### config.mk
export PLATFORM = sky130hd
export DESIGN_NAME = pingpong_marquee_scroller_unit_flat
export DESIGN_NICKNAME = d
export VERILOG_FILES = /design/src/rtl/core/pms_pkg.sv /design/src/rtl/core/pms_tick_if.sv /design/src/rtl/core/pms_result_if.sv /design/src/rtl/core/pingpong_marquee_scroller_unit.sv /design/src/flat_wrapper.sv
export SDC_FILE = /design/constraint.sdc
export NUM_CORES = 1
export LEC_CHECK = 0
export ABC_AREA = 1
export BUFFER_PORTS_ARGS = -buffer_cell sky130_fd_sc_hd__buf_2
export CAP_MARGIN = 10
export CORE_UTILIZATION = 40
export CTS_BUF_LIST = sky130_fd_sc_hd__clkbuf_16
export CTS_CLUSTER_DIAMETER = 200
export DETAILED_ROUTE_END_ITERATION = 10
export MAX_ROUTING_LAYER = met4
export PLACE_DENSITY_LB_ADDON = 0.25
export SYNTH_ARGS = -nofsm -noshare
export SYNTH_HDL_FRONTEND = slang
export SYNTH_SLANG_ARGS = --single-unit
### constraint.sdc
create_clock -name i_clk -period 9.4 [get_ports i_clk]
set_clock_uncertainty 0.05 [all_clocks]
set_input_delay 0.94 -clock i_clk [delete_from_list [all_inputs] [get_ports i_clk]]
set_output_delay 0.94 -clock i_clk [all_outputs]
set_load 0.05 [all_outputs]
### src/rtl/core/pms_pkg.sv
package pms_pkg;

    // field widths of the tick and result words and of the registers
    localparam int TIME_W   = 32;
    localparam int WIDTH_W  = 12;
    localparam int OUT_W    = 12;
    localparam int STEP_W   = 8;
    localparam int MS_W     = 16;

    // configuration port
    localparam int CFG_IDX_W  = 2;
    localparam int CFG_DATA_W = 16;

    localparam logic [CFG_IDX_W-1:0] REG_VIEW_WIDTH   = 2'd0;
    localparam logic [CFG_IDX_W-1:0] REG_STEP_PIXELS  = 2'd1;
    localparam logic [CFG_IDX_W-1:0] REG_STEP_INTERVAL = 2'd2;
    localparam logic [CFG_IDX_W-1:0] REG_END_PAUSE    = 2'd3;

    // register values after reset
    localparam logic [WIDTH_W-1:0] VIEW_WIDTH_RST    = 12'd128;
    localparam logic [STEP_W-1:0]  STEP_PIXELS_RST   = 8'd3;
    localparam logic [MS_W-1:0]    STEP_INTERVAL_RST = 16'd360;
    localparam logic [MS_W-1:0]    END_PAUSE_RST     = 16'd1000;

    typedef struct packed {
        logic [TIME_W-1:0]  now_ms;
        logic               text_changed;
        logic [WIDTH_W-1:0] text_width;
    } t_tick;

endpackage

### src/rtl/core/pms_tick_if.sv
interface pms_tick_if;
    import pms_pkg::*;

    logic               valid;
    logic               ready;
    logic [TIME_W-1:0]  now_ms;
    logic               text_changed;
    logic [WIDTH_W-1:0] text_width;

    modport source (output valid, output now_ms, output text_changed, output text_width,
                    input ready);
    modport sink (input valid, input now_ms, input text_changed, input text_width,
                  output ready);
endinterface

### src/rtl/core/pms_result_if.sv
interface pms_result_if;
    import pms_pkg::*;

    logic             valid;
    logic             ready;
    logic [OUT_W-1:0] scroll_offset;
    logic             moving;
    logic             backward;

    modport source (output valid, output scroll_offset, output moving, output backward,
                    input ready);
    modport sink (input valid, input scroll_offset, input moving, input backward,
                  output ready);
endinterface

### src/rtl/core/pingpong_marquee_scroller_unit.sv
// Ping-pong marquee scroller. Each tick word (time in ms, text-changed flag, text width)
// yields exactly one result word: the scroll offset, whether the text is moving, and
// whether the next move goes back toward zero. A tick is captured in an input register
// and resolved into the scroll state, which also serves as the result register, once
// the result slot is free; a new tick is taken every clock cycle while results are drained,
// so throughput is one word per cycle. All time compares use wrap-safe signed 32-bit
// differences. The user must write configuration through the plain write port only while
// no tick is in flight; the block itself does not enforce this.
module pingpong_marquee_scroller_unit #(
    parameter int OFFSET_BITS = 12
) (
    input  logic                             i_clk,
    input  logic                             i_rst_n,
    input  logic                             i_cfg_we,
    input  logic [pms_pkg::CFG_IDX_W-1:0]    i_cfg_idx,
    input  logic [pms_pkg::CFG_DATA_W-1:0]   i_cfg_data,
    pms_tick_if.sink                         i_tick,
    pms_result_if.source                     o_res
);
    import pms_pkg::*;

    // compare width: holds offset + step and the clamped overflow without loss
    localparam int CW = ((OFFSET_BITS > WIDTH_W) ? OFFSET_BITS : WIDTH_W) + 1;
    localparam logic [CW-1:0] OFF_MAX = CW'((33'd1 << OFFSET_BITS) - 33'd1);

    // configuration registers
    logic [WIDTH_W-1:0] r_view_width;
    logic [STEP_W-1:0]  r_step_pixels;
    logic [MS_W-1:0]    r_step_interval;
    logic [MS_W-1:0]    r_end_pause;

    // input stage
    logic  r_in_vld;
    t_tick r_in;

    // scroll state, doubles as the result register
    logic                   r_out_vld;
    logic [OFFSET_BITS-1:0] r_offset, n_offset;
    logic                   r_scrolling, n_scrolling;
    logic                   r_reversing, n_reversing;
    logic [TIME_W-1:0]      r_deadline, n_deadline;
    logic [TIME_W-1:0]      r_last_step, n_last_step;

    logic              out_adv;
    logic              in_ready;
    logic              fits;
    logic [CW-1:0]     ov_raw;
    logic [CW-1:0]     overflow;
    logic [CW-1:0]     off_ext;
    logic [CW-1:0]     step_ext;
    logic [CW-1:0]     next_fwd;
    logic [TIME_W-1:0] pause_diff;
    logic [TIME_W-1:0] eff_last;
    logic [TIME_W-1:0] step_diff;
    logic              step_due;
    logic [TIME_W-1:0] new_deadline;

    // handshake: result slot frees when taken, input slot when it moves on
    assign out_adv  = !r_out_vld || o_res.ready;
    assign in_ready = !r_in_vld || out_adv;
    assign i_tick.ready = in_ready;

    assign o_res.valid         = r_out_vld;
    assign o_res.scroll_offset = OUT_W'(r_offset);
    assign o_res.moving        = r_scrolling;
    assign o_res.backward      = r_reversing;

    // configuration writes
    always_ff @(posedge i_clk) begin
        if (!i_rst_n) begin
            r_view_width    <= VIEW_WIDTH_RST;
            r_step_pixels   <= STEP_PIXELS_RST;
            r_step_interval <= STEP_INTERVAL_RST;
            r_end_pause     <= END_PAUSE_RST;
        end else if (i_cfg_we) begin
            case (i_cfg_idx)
                REG_VIEW_WIDTH:    r_view_width    <= i_cfg_data[WIDTH_W-1:0];
                REG_STEP_PIXELS:   r_step_pixels   <= i_cfg_data[STEP_W-1:0];
                REG_STEP_INTERVAL: r_step_interval <= i_cfg_data[MS_W-1:0];
                REG_END_PAUSE:     r_end_pause     <= i_cfg_data[MS_W-1:0];
                default: begin
                end
            endcase
        end
    end

    // input capture
    always_ff @(posedge i_clk) begin
        if (!i_rst_n) begin
            r_in_vld <= 1'b0;
        end else if (in_ready) begin
            r_in_vld <= i_tick.valid;
        end
    end

    always_ff @(posedge i_clk) begin
        if (in_ready && i_tick.valid) begin
            r_in.now_ms       <= i_tick.now_ms;
            r_in.text_changed <= i_tick.text_changed;
            r_in.text_width   <= i_tick.text_width;
        end
    end

    // overflow of the text past the view, clamped to the offset range
    assign fits     = r_in.text_width <= r_view_width;
    assign ov_raw   = CW'(r_in.text_width) - CW'(r_view_width);
    assign overflow = (ov_raw > OFF_MAX) ? OFF_MAX : ov_raw;
    assign off_ext  = CW'(r_offset);
    assign step_ext = CW'(r_step_pixels);
    assign next_fwd = off_ext + step_ext;

    // wrap-safe timing
    assign pause_diff   = r_in.now_ms - r_deadline;
    assign eff_last     = r_scrolling ? r_last_step : r_in.now_ms;
    assign step_diff    = r_in.now_ms - eff_last;
    assign step_due     = !step_diff[TIME_W-1] && (step_diff >= TIME_W'(r_step_interval));
    assign new_deadline = r_in.now_ms + TIME_W'(r_end_pause);

    // next scroll state for the word in the input stage
    always_comb begin
        n_offset    = r_offset;
        n_scrolling = r_scrolling;
        n_reversing = r_reversing;
        n_deadline  = r_deadline;
        n_last_step = r_last_step;
        if (r_in.text_changed) begin
            n_offset    = '0;
            n_scrolling = 1'b0;
            n_reversing = 1'b0;
            n_deadline  = new_deadline;
        end else if (fits) begin
            n_offset = '0;
        end else if (r_scrolling || !pause_diff[TIME_W-1]) begin
            n_scrolling = 1'b1;
            n_last_step = eff_last;
            if (step_due) begin
                n_last_step = r_in.now_ms;
                if (r_reversing) begin
                    if (off_ext <= step_ext) begin
                        n_offset    = '0;
                        n_scrolling = 1'b0;
                        n_reversing = 1'b0;
                        n_deadline  = new_deadline;
                    end else begin
                        n_offset = OFFSET_BITS'(off_ext - step_ext);
                    end
                end else if (next_fwd >= overflow) begin
                    n_offset    = OFFSET_BITS'(overflow);
                    n_scrolling = 1'b0;
                    n_reversing = 1'b1;
                    n_deadline  = new_deadline;
                end else begin
                    n_offset = OFFSET_BITS'(next_fwd);
                end
            end
        end
    end

    // result valid
    always_ff @(posedge i_clk) begin
        if (!i_rst_n) begin
            r_out_vld <= 1'b0;
        end else if (out_adv) begin
            r_out_vld <= r_in_vld;
        end
    end

    // scroll state update
    always_ff @(posedge i_clk) begin
        if (!i_rst_n) begin
            r_offset    <= '0;
            r_scrolling <= 1'b0;
            r_reversing <= 1'b0;
            r_deadline  <= '0;
            r_last_step <= '0;
        end else if (out_adv && r_in_vld) begin
            r_offset    <= n_offset;
            r_scrolling <= n_scrolling;
            r_reversing <= n_reversing;
            r_deadline  <= n_deadline;
            r_last_step <= n_last_step;
        end
    end

    // a text change always restarts from a still, forward, zero position
    a_change_clears: assert property (@(posedge i_clk) disable iff (!i_rst_n)
        (out_adv && r_in_vld && r_in.text_changed) |=>
        (r_offset == '0 && !r_scrolling && !r_reversing && r_out_vld))
        else $error("text change did not clear the scroll state");

    // state only moves when a word is resolved into the result slot
    a_state_holds: assert property (@(posedge i_clk) disable iff (!i_rst_n)
        !(out_adv && r_in_vld) |=>
        ($stable(r_offset) && $stable(r_scrolling) && $stable(r_reversing)))
        else $error("scroll state changed without a word");

    // a full input stage behind a blocked result must stall the input
    a_no_overrun: assert property (@(posedge i_clk) disable iff (!i_rst_n)
        (r_in_vld && !out_adv) |-> !i_tick.ready)
        else $error("input taken while pipeline blocked");

endmodule

### src/flat_wrapper.sv
// flat-port wrapper written by rule: the top's interface ports become plain ports
module pingpong_marquee_scroller_unit_flat import pms_pkg::*;
#(
    parameter int OFFSET_BITS = 12
)
  (i_clk, i_rst_n, i_cfg_we, i_cfg_idx, i_cfg_data, i_tick_valid, i_tick_now_ms, i_tick_text_changed, i_tick_text_width, i_tick_ready, o_res_valid, o_res_scroll_offset, o_res_moving, o_res_backward, o_res_ready);
  pms_tick_if i_tick_i ();
  pms_result_if o_res_i ();
  input  logic i_clk;
  input  logic i_rst_n;
  input  logic i_cfg_we;
  input  logic [pms_pkg::CFG_IDX_W-1:0] i_cfg_idx;
  input  logic [pms_pkg::CFG_DATA_W-1:0] i_cfg_data;
  input wire logic [$bits(i_tick_i.valid)-1:0] i_tick_valid;
  input wire logic [$bits(i_tick_i.now_ms)-1:0] i_tick_now_ms;
  input wire logic [$bits(i_tick_i.text_changed)-1:0] i_tick_text_changed;
  input wire logic [$bits(i_tick_i.text_width)-1:0] i_tick_text_width;
  output wire logic [$bits(i_tick_i.ready)-1:0] i_tick_ready;
  output wire logic [$bits(o_res_i.valid)-1:0] o_res_valid;
  output wire logic [$bits(o_res_i.scroll_offset)-1:0] o_res_scroll_offset;
  output wire logic [$bits(o_res_i.moving)-1:0] o_res_moving;
  output wire logic [$bits(o_res_i.backward)-1:0] o_res_backward;
  input wire logic [$bits(o_res_i.ready)-1:0] o_res_ready;
  assign i_tick_i.valid = i_tick_valid;
  assign i_tick_i.now_ms = i_tick_now_ms;
  assign i_tick_i.text_changed = i_tick_text_changed;
  assign i_tick_i.text_width = i_tick_text_width;
  assign i_tick_ready = i_tick_i.ready;
  assign o_res_valid = o_res_i.valid;
  assign o_res_scroll_offset = o_res_i.scroll_offset;
  assign o_res_moving = o_res_i.moving;
  assign o_res_backward = o_res_i.backward;
  assign o_res_i.ready = o_res_ready;
  pingpong_marquee_scroller_unit #(.OFFSET_BITS(OFFSET_BITS)) u_core (.i_clk(i_clk), .i_rst_n(i_rst_n), .i_cfg_we(i_cfg_we), .i_cfg_idx(i_cfg_idx), .i_cfg_data(i_cfg_data), .i_tick(i_tick_i), .o_res(o_res_i));
endmodule
==> results of run 1 <==
[metrics by stage]
stage / hold WS (ps) / worst slack, ps / std cells / power, uW
final: 411 / 2580 / 2526 / 2470
after global routing: 440 / 1940 / 2525 / 2630
after floorplan: 383 / 5030 / 2021 / 1520
after CTS: 416 / 2630 / 2523 / 2480
after global placement: 397 / 2860 / 2491 / 1730
after detailed placement: 405 / 2650 / 2491 / 1740
[worst max-delay path, delay by kind of cell (launching register included)]
kind / cells / cell delay (ps)
AND/OR/NAND/NOR: 15 / 3780
flip-flops: 1 / 1040
AO/OA/AOI/OAI: 4 / 810
adder cells (fa/ha/maj): 2 / 700
XOR/XNOR: 1 / 250
buffers and inverters: 1 / 60
[worst max path at each step]
stage / startpoint / endpoint / slack (ps) / cells past startpoint
3_3_place_gp: u_core.o_res.moving / u_core.r_deadline[0] / 2860 / 23
6_report: u_core.o_res.moving / u_core.r_deadline[5] / 2580 / 23
3_5_place_dp: u_core.o_res.moving / u_core.r_deadline[26] / 2650 / 23
5_1_grt: u_core.o_res.moving / u_core.r_deadline[4] / 1940 / 23
4_1_cts: u_core.o_res.moving / u_core.r_deadline[5] / 2630 / 23
2_1_floorplan: u_core.o_res.moving / u_core.o_res.backward / 5030 / 29
[routing by layer]
| layer | global-route usage, % | wire length (um) | up-vias |
|---|---|---|---|
| li1 | - | - | 6702 |
| met1 | 31.3 | 18800 | 6037 |
| met2 | 40.9 | 19600 | 351 |
| met3 | 3.03 | 2010 | 62 |
| met4 | 7.41 | 1070 | 0 |
| met5 | - | 0 | - |
[cells in the mapped netlist, types with 4 or more instances]
| master | instances |
|---|---|
| nand3_1 | 175 |
| o211ai_1 | 13 |
| nand4_1 | 49 |
| buf_1 | 4 |
| xor2_1 | 44 |
| nand2_1 | 484 |
| a31oi_1 | 6 |
| inv_1 | 308 |
| ha_1 | 134 |
| dfxtp_1 | 132 |
| nor3_1 | 25 |
| fa_1 | 5 |
| inv_2 | 7 |
| nand3b_1 | 8 |
| a21oi_1 | 172 |
| nor3_2 | 6 |
| o21ai_1 | 4 |
| nor2_1 | 142 |
| o21a_1 | 5 |
| xnor2_1 | 21 |
| edfxtp_1 | 45 |
| buf_2 | 18 |
| clkbuf_1 | 41 |
| o21bai_1 | 7 |
| o21ai_0 | 116 |
| nand2_2 | 7 |
[kinds of logic after synthesis]
family,Yosys count
xor gates and xnor gates,66
and+or+nand+nor,912
AOI/OAI and AO/OA,341
DFF,177
adders and majority gates,139
other,1
buffers and inverters,385
[sequential cells by signal, indices dropped and copies added, names as in the netlist]
register and cells:
u_core.o_res.backward 1, u_core.o_res.moving 1, u_core.o_res.scroll_offset 12, u_core.o_res.valid 1, u_core.r_deadline 32, u_core.r_end_pause 16, u_core.r_in 45, u_core.r_in_vld 1
u_core.r_last_step 32, u_core.r_step_interval 16, u_core.r_step_pixels 8, u_core.r_view_width 12
[power breakdown]
part / internal [uW] / switching (uW) / total, uW
registers: 824 / 49.7 / 874
clock network: 369 / 361 / 729
logic: 293 / 571 / 864
total: 1490 / 981 / 2470
[cell type report]
class,count,area share [%]
diodes,3,0.0502
repair buffers,89,3.10
clock inverters,14,0.945
clock buffers,18,3.01
well taps,448,3.75
multi-input cells,1459,54.5
inverters,318,7.98
flip-flops and latches,177,26.7
==> flow_metrics.tcl, run 1 <==
set metrics [dict create \
    run_status "completed" \
    initial_utilization_pct 40.6 \
    globalRouteOverflowTotal 0 \
    floorplan.rows 67 \
    dp.final_hpwl_um 31900 \
    avgSynthCellArea_um2 6.74 \
    synth-seq-cells 177 \
    netlist-cell-type-count 50 \
    ys_warn_count 0 \
    post_synth_instance_area_mm2 0.0136 \
    synthFlopType "dfxtp_1" \
    synth_compound_gate_area_share_pct 13.4 \
    crit_path_end_kind "flop" \
    most-common-layout-cells "484 x nand2_1, 307 x inv_1, 175 x nand3_1, 172 x a21oi_1, 142 x nor2_1" \
    worstPathMaxFanout 66 \
    synth.top_cell.area_share_pct 19.4 \
    critical_path_class "reg2reg" \
    cts_setup_buffers 0 \
    placement.io_buffers 83 \
    finalHoldViolCount 0 \
    pin_slew_with_the_least_headroom_to_its_limit_ps 1090 \
    grt_first_pass_wirelength_um 66300 \
    clk_pin_slew_ps 80 \
    post_synth_inst_count 2021 \
    setup_viol_count_final 0 \
    hold-path-endpoint "u_core.r_view_width[5]" \
    rsz_0062_raised_after_global_routing "false" \
    finalCriticalPeriod_ps 6820 \
    synth-edff-count 45 \
    worstHoldPathType "reg2reg" \
    final_core_util_pct 44.6 \
    finish.instance_area_mm2 0.0150 \
    fill_cells 3517 \
    multi_input_comb_area_mm2 0.00814 \
    grt_max_degree 104 \
    drive_above_1_share_pct 7.61 \
    postRouteAntennaNets 0 \
    die_height_um 187 \
    critical_path_required_ps 9740 \
    place_congestion 0.957 \
    fin_tns_setup_ps 0 \
    reg2reg_depth 23 \
    drt_drc_violations_left 0 \
    regToRegStartpoint "u_core.o_res.moving" \
    yosysSeqAreaShare_pct 29.3 \
    final_max_tran_viols 0 \
    yosys-mux-area-fraction_pct 0 \
    vdd.ir_drop.worst_uv 146 \
    antenna_violations_before_repair 2 \
    p_leak_uw 0.00719 \
    clock_tree.root_cell "clkbuf_16" \
    vias_per_cell 5.21 \
    detailed_router_iteration_count_before_antenna_repair 5 \
    netlist_top_cells_area "dfxtp_1 19%, nand2_1 13%, ha_1 12%" \
    r2r-end "u_core.r_deadline[5]" \
    power-per-cell-area_mw_per_mm2 165 \
    cts_sinks 177 \
    area_growth_pct 9.74 \
    worstSkewPairLatency_ps 450 \
    syn_nets 2228 \
    core_region_area_mm2 0.0335 \
    postPlaceCellArea_mm2 0.0144 \
    finish.net_count 2269 \
    post_synth_and_or_nand_nor_area_fraction_pct 29.0 \
    fin_crit_sh_pct 72.5 \
    post-synth-top-area-cell "dfxtp_1" \
    cts-buffers-inserted 17 \
    post_cts.resized_instances 0 \
    dieWidth_um 187 \
    cpPeakStageDelay_ps 1040 \
    synth-adder-area-share_pct 13.0 \
    start_kind "flop" \
    critical_path.slowest_cell "dfxtp_2" \
    vias_in_the_first_global_route 12400 \
    clock_tree.buffer_depth 2 \
    async_flop_share_pct 0 \
    min_delay_path_depth 2 \
    synth_xor_area_share_pct 4.30 \
    post_cts_hold_buffer_count 0 \
    hold_path.startpoint "u_core.r_view_width[5]" \
    routed-via-count 13200 \
    critical-path-top-cell-by-count "nand2_1" \
    main_combinational_cell_family_by_area_after_synthesis "simple AND/OR/NAND/NOR gates" \
    ff2ff_setup_slack_ps 2580 \
    max_cap_viol_count 0 \
    seqCellArea_mm2 0.00400 \
    clock_tree.htree_level_count 4 \
    cts_tree "yes" \
    layout.cells.most_common "nand2_1" \
    pin_count 84 \
    fmax_mhz 147 \
    avgRoutedWirePerCell_um 16.4 \
    critical_path.cell_chain "o21ai_0, ha_1, nand2_1, inv_1, a21oi_1, nand3_2, nand2_1, nand2_1, xor2_1, ha_1, a21oi_1, nor3_1, a211oi_1, nand3_1, nor2_1, nand3_1, nor2_2, nand3_4, nand2_4, nand2_2, nand2_1, nand3_1, nand2_1" \
    globalRouteTotalUtil_pct 24.6 \
    drt_iter0_drc 954 \
    slew_headroom_pct 27.6 \
    cp.arrival_ps 7160 \
    dieArea_mm2 0.0348 \
    detail_route.wirelength_um 41400 \
]
No activity file was read; power rests on OpenSTA's default activity.
==> inputs of run 2 (changes only) <==
--- a/config.mk
+++ b/config.mk
@@ -5,7 +5,7 @@
 export SDC_FILE = /design/constraint.sdc
 export NUM_CORES = 1
 export LEC_CHECK = 0
-export ABC_AREA = 1
+export ABC_AREA = 0
 export BUFFER_PORTS_ARGS = -buffer_cell sky130_fd_sc_hd__buf_2
 export CAP_MARGIN = 10
 export CORE_UTILIZATION = 40
==> constraint.sdc (replaced) <==
create_clock -name i_clk -period 7.2 [get_ports i_clk]
set_clock_uncertainty 0.05 [all_clocks]
set_input_delay 0.72 -clock i_clk [delete_from_list [all_inputs] [get_ports i_clk]]
set_output_delay 0.72 -clock i_clk [all_outputs]
set_load 0.05 [all_outputs]
==> flow_metrics.tcl, run 2 <==
set metrics [dict create \
    run_status "completed" \
    synthMostInstantiatedCell "nand2_1" \
    yosys-mux-area-fraction_pct 3.43 \
    fin_crit_sh_pct 84.8 \
    dieWidth_um 177 \
    grt_first_pass_wirelength_um 53200 \
    post_cts.resized_instances 0 \
    start_kind "flop" \
    globalRouteOverflowTotal 0 \
    drt_iter0_drc 723 \
    r2r-end "u_core.r_last_step[16]" \
    ff2ff_setup_slack_ps 1090 \
    synth.top_cell.area_share_pct 21.5 \
    cts_setup_buffers 0 \
    finish.net_count 1720 \
    most-common-layout-cells "171 x nand2_1, 134 x ha_1, 131 x dfxtp_1, 111 x a21oi_1, 108 x inv_1" \
    placement.io_buffers 83 \
    crit_path_end_kind "flop" \
    cts_sinks 177 \
    routed-via-count 10500 \
    drive_above_1_share_pct 9.76 \
    max_cap_viol_count 0 \
    largest_register_ff_count 45 \
    pin_slew_with_the_least_headroom_to_its_limit_ps 1070 \
    postRouteAntennaNets 0 \
    detailed_router_iteration_count_before_antenna_repair 5 \
    worstPathMaxFanout 40 \
    post_synth_instance_area_mm2 0.0123 \
    die_height_um 177 \
    critical_path_required_ps 7510 \
    fin_ws_ps 1090 \
    pin_count 84 \
    top_regs "u_core.r_in (45), u_core.r_deadline (32), u_core.r_last_step (32)" \
    final_max_tran_viols 0 \
    drt_drc_violations_left 0 \
    critical_path.slowest_cell "a211oi_1" \
    finalHoldViolCount 0 \
    critical_path.cell_chain "buf_4, mux2i_1, ha_1, nand4_1, a211oi_1, o21ai_1, nand2_1, xor2_1, ha_1, a2111o_1, a21oi_1, o311ai_0, a311oi_1, nand4_1, a2111oi_2, nand4_2, a31oi_4, buf_4, nand3_1, o21ai_0" \
    power-per-cell-area_mw_per_mm2 193 \
    synth-seq-cells 177 \
    fill_cells 2964 \
    min_delay_path_depth 1 \
    antenna_violations_before_repair 0 \
    main_combinational_cell_family_by_area_after_synthesis "compound AO/OA/AOI/OAI gates" \
    synth_compound_gate_area_share_pct 20.2 \
    synth-edff-count 45 \
    fin_tns_setup_ps 0 \
    netlist-cell-type-count 74 \
    cts-buffers-inserted 17 \
    floorplan.rows 63 \
    globalRouteTotalUtil_pct 22.4 \
    finalCriticalPeriod_ps 6110 \
    initial_utilization_pct 41.1 \
    cp.arrival_ps 6420 \
    synth_commonest_cells "171 x nand2_1, 134 x ha_1, 132 x dfxtp_1" \
    vias_in_the_first_global_route 9881 \
    layout.cells.most_common "nand2_1" \
    clock_tree.root_cell "clkbuf_16" \
    clk_pin_slew_ps 70 \
    post_synth_inst_count 1467 \
    fmax_mhz 164 \
    worstHoldPathType "in2reg" \
    post-synth-top-area-cell "dfxtp_1" \
    core_region_area_mm2 0.0300 \
    dpl_worst_slack_ps 1170 \
    cpPeakStageDelay_ps 640 \
    synth-adder-area-share_pct 14.4 \
    hold-path-endpoint "u_core.r_in[37]" \
    vias_per_cell 5.49 \
    avgRoutedWirePerCell_um 17.3 \
    regToRegStartpoint "u_core.o_res.moving" \
    worstSkewPairLatency_ps 460 \
    async_flop_share_pct 0 \
    critical_path_class "reg2reg" \
    vdd.ir_drop.worst_uv 159 \
    p_leak_uw 0.00550 \
    clock_tree.buffer_depth 2 \
    detail_route.wirelength_um 33200 \
    synth_xor_area_share_pct 5.41 \
    slew_headroom_pct 28.5 \
    reg2reg_depth 20 \
    clock_tree.htree_level_count 4 \
    dp.final_hpwl_um 24800 \
    grt_max_degree 98 \
    post_cts_hold_buffer_count 0 \
    ys_warn_count 0 \
    area_growth_pct 10.5 \
    hold_path.startpoint "i_tick_now_ms[24]" \
    setup_viol_count_final 0 \
    post_synth_and_or_nand_nor_area_fraction_pct 18.6 \
    yosysSeqAreaShare_pct 32.5 \
    avgSynthCellArea_um2 8.39 \
    insertedDiodeCount 0 \
    syn_nets 1674 \
    cts_tree "yes" \
    netlist_top_cells_area "dfxtp_1 21%, ha_1 14%, edfxtp_1 11%" \
    place_congestion 0.906 \
    largest_register "u_core.r_in" \
    synthFlopType "dfxtp_1" \
    dieArea_mm2 0.0315 \
    rsz_0062_raised_after_global_routing "false" \
]
## run 2: cell count changes after synthesis, sizes merged, moves of 27 or more
cell    before  now
o21ai      120   86
nand3      179   84
nor2       145   89
nand2      492  171
inv        315  106
mux2i        0   41
nand4       49   20
a21o         1   31
a21oi      175  112
a211oi       1   28
## run 2: per-stage QoR
| stage | utilization [%] | instances | hold WS (ps) | cell area, um^2 | total power, uW |
|---|---|---|---|---|---|
| final | 45.4 | 1916 | 392 | 13600 | 2630 |
| after global routing | 45.4 | 1916 | 377 | 13600 | 2770 |
| after CTS | 45.4 | 1916 | 371 | 13600 | 2650 |
| after detailed placement | 43.5 | 1884 | 398 | 13000 | 1710 |
| after global placement | 43.5 | 1884 | 392 | 13000 | 1710 |
| after floorplan | - | 1467 | 386 | 12300 | 1540 |
## run 2: worst max path at each step
stage               slack [ps]  cells past startpoint                endpoint           startpoint
floorplan                 1460                     24   u_core.r_deadline[13]  u_core.o_res.moving
global placement          1270                     20  u_core.r_last_step[24]  u_core.o_res.moving
detailed placement        1170                     20  u_core.r_last_step[24]  u_core.o_res.moving
CTS                       1130                     20  u_core.r_last_step[16]  u_core.o_res.moving
global route               540                     20  u_core.r_last_step[17]  u_core.o_res.moving
finish                    1090                     20  u_core.r_last_step[16]  u_core.o_res.moving
## run 2: logic make-up after synthesis
kind of cell / count (synthesis)
other: 1
buffers and inverters: 170
adders and majority gates: 139
muxes: 42
AOI/OAI and AO/OA: 381
DFF: 177
and+or+nand+nor: 481
xor gates and xnor gates: 76
## run 2: worst max-delay path: cells and delay by family, from the launching register on
kind	cells	cell delay (ps)
AOI/OAI and AO/OA	9	2840
buffers and inverters	2	930
and+or+nand+nor	5	890
adders and majority gates	2	660
DFF	1	400
muxes	1	160
xor gates and xnor gates	1	80
## run 2: power by group
group,leakage [uW],internal [uW],total [uW],switching (uW)
logic,0.00370,232,591,359
registers,0.00151,1060,1100,41.3
clock network,0.000293,509,932,423
## run 2: routing by layer
metal  share of wire, %  GRT usage [%]  up-vias
li1                   -              -     5335
met1                 50           30.9     4943
met2                 44           34.6      211
met3                4.5           2.81       22
met4                1.2           5.52        0
met5                  0              -        -
## run 2: layout make-up
type,instances,area [um^2],area share [%]
clock buffers,17,425,3.13
repair buffers,91,478,3.52
well taps,390,488,3.59
clock inverters,15,141,1.04
inverters,106,398,2.93
flip-flops and latches,177,4000,29.4
multi-input cells,1120,7670,56.4
==> inputs of run 3 (changes only) <==
==> constraint.sdc (replaced) <==
create_clock -name i_clk -period 6.1 [get_ports i_clk]
set_clock_uncertainty 0.05 [all_clocks]
set_input_delay 0.61 -clock i_clk [delete_from_list [all_inputs] [get_ports i_clk]]
set_output_delay 0.61 -clock i_clk [all_outputs]
set_load 0.05 [all_outputs]
==> flow_metrics.tcl, run 3 (same netlist as run 2, synthesis figures left out) <==
set metrics [dict create \
    most-common-layout-cells "171 x nand2_1, 134 x ha_1, 131 x dfxtp_1, 111 x a21oi_1, 106 x inv_1" \
    power.switching_uw 978 \
    final_max_tran_viols 0 \
    max_cap_viol_count 0 \
    finish.net_count 1728 \
    pwr-share-seq_pct 42.6 \
    swShare_pct 31.9 \
    globalRouteOverflowTotal 0 \
    fill_cells 3008 \
    globalRouteTotalUtil_pct 22.0 \
    run_status "completed" \
    dp.final_hpwl_um 24900 \
    routed-via-count 10400 \
    drive_above_1_share_pct 10.3 \
    start_kind "flop" \
    setup_viol_count_final 0 \
    worstSkewPairLatency_ps 440 \
    initial_utilization_pct 41.1 \
    met2_wire_length_um 14800 \
    seqCellArea_mm2 0.00400 \
    critical_path_class "reg2reg" \
    floorplan.rows 63 \
    avgRoutedWirePerCell_um 17.0 \
    detail_route.wirelength_um 32700 \
    top_regs "u_core.r_in (45), u_core.r_deadline (32), u_core.r_last_step (32)" \
    dieWidth_um 177 \
    placement.io_buffers 83 \
    place_congestion 0.896 \
    layout.cells.most_common "nand2_1" \
    cts_tree "yes" \
    rsz_0062_raised_after_global_routing "false" \
    route.top_layer_used "met4" \
    vdd.ir_drop.worst_uv 146 \
    postRouteAntennaNets 0 \
    p_int_uw 2080 \
    vias_per_cell 5.43 \
    pin_count 84 \
    die_height_um 177 \
    cp.arrival_ps 5820 \
    core_region_area_mm2 0.0300 \
    clock_tree.buffer_depth 2 \
    fin_tns_setup_ps 0 \
    finalCriticalPeriod_ps 5570 \
    place_inst 1891 \
    hold_slack_final_ps 290 \
    clock_tree.root_cell "clkbuf_16" \
    antenna_violations_before_repair 0 \
    drt_drc_violations_left 0 \
    clock_tree.htree_level_count 4 \
    power.total_uw 3060 \
    cts_sinks 177 \
    largest_register "u_core.r_in" \
    insertedDiodeCount 0 \
    finalHoldViolCount 0 \
    grt_first_pass_wirelength_um 52600 \
    postPlaceCellArea_mm2 0.0131 \
    largest_register_ff_count 45 \
    finish.instance_area_mm2 0.0137 \
    crit_path_end_kind "flop" \
    worstPathMaxFanout 28 \
    post_cts_hold_buffer_count 0 \
    combPwrFrac_pct 22.8 \
    dieArea_mm2 0.0315 \
    detailed_router_iteration_count_before_antenna_repair 6 \
    final_cells 1924 \
    slew_headroom_pct 36.4 \
    multi_input_comb_area_mm2 0.00767 \
    pin_slew_with_the_least_headroom_to_its_limit_ps 954 \
    critical_path_required_ps 6360 \
    wirelength_met1_um 16300 \
    p_leak_uw 0.00554 \
    dr_wl_met3_um 1070 \
    fin_crit_sh_pct 91.2 \
    clock_power_share_pct 34.6 \
    vias_in_the_first_global_route 10100 \
    fmax_mhz 180 \
    grt_max_degree 75 \
    worstHoldPathType "in2reg" \
    drt_iter0_drc 641 \
    area_growth_pct 11.2 \
    clk_pin_slew_ps 70 \
    power-per-cell-area_mw_per_mm2 224 \
    cts-buffers-inserted 17 \
]
[run 3: cell types whose count changed in the layout (fill, tap and decap cells not counted), sizes merged]
cell	previous run	this run
clkinv	3	7
clkinvlp	1	2
inv	115	111
buf	91	99
clkbuf	17	18
bufinv	2	0
[run 3: area by class of cell]
cell class	instances	area share [%]
Sequential cell	177	29.2
Tap cell	390	3.57
Multi-Input combinational cell	1120	56.1
Clock inverter	14	0.759
Clock buffer	18	3.29
Inverter	106	2.91
Timing Repair Buffer	99	4.23
[run 3: final timing paths]
check / startpoint / to / slack, ps / cells after the start
max: u_core.o_res.moving / u_core.o_res.scroll_offset[2] / 530 / 19
max reg2reg: u_core.o_res.moving / u_core.o_res.scroll_offset[2] / 530 / 19
min reg2reg: u_core.r_view_width[5] / u_core.r_view_width[5] / 410 / 2
min: i_tick_now_ms[3] / u_core.r_in[16] / 290 / 1
[run 3: metal layers]
metal  GRT usage [%]  vias to the layer above
li1                -                     5345
met1            29.4                     4898
met2            34.7                      171
met3            3.32                       31
met4            5.80                        0
met5               -                        -
[run 3: repair_timing]
item | 4_1_cts | 5_1_grt
setup endpoints to repair | 0 | 65
setup buffers | 0 | 1
gates resized for setup | 0 | 3
hold endpoints to repair | 0 | 0
[run 3: stage by stage]
| step | util (%) | setup slack [ps] |
|---|---|---|
| 3_5_place_dp | 43.7 | 215 |
| 4_1_cts | 45.6 | 164 |
| 2_1_floorplan | - | 355 |
| 5_1_grt | 45.7 | 60.2 |
| 3_3_place_gp | 43.7 | 384 |
| 6_report | 45.7 | 534 |
[run 3: critical path, stage by stage (launching register included)]
cell and delay (ps):
dfxtp_2 500, buf_4 480, mux2i_1 140, ha_1 440
nand4_1 210, a2111oi_2 450, nor3_1 160, xnor2_1 170
ha_1 310, a21oi_1 150, nor2b_1 50, o21ai_0 180
o311ai_0 180, a311oi_1 240, nand4_1 140, a2111oi_2 390
nand4_2 280, nand3_1 340, or2_1 400, o22ai_1 140
[run 3: power by group through the flow]
stage               registers (uW)  clock network (uW)  logic (uW)
floorplan                     1310                   0         507
global placement              1330                   0         685
detailed placement            1330                   0         693
CTS                           1300                1090         698
global route                  1310                1130         787
finish                        1300                1060         700
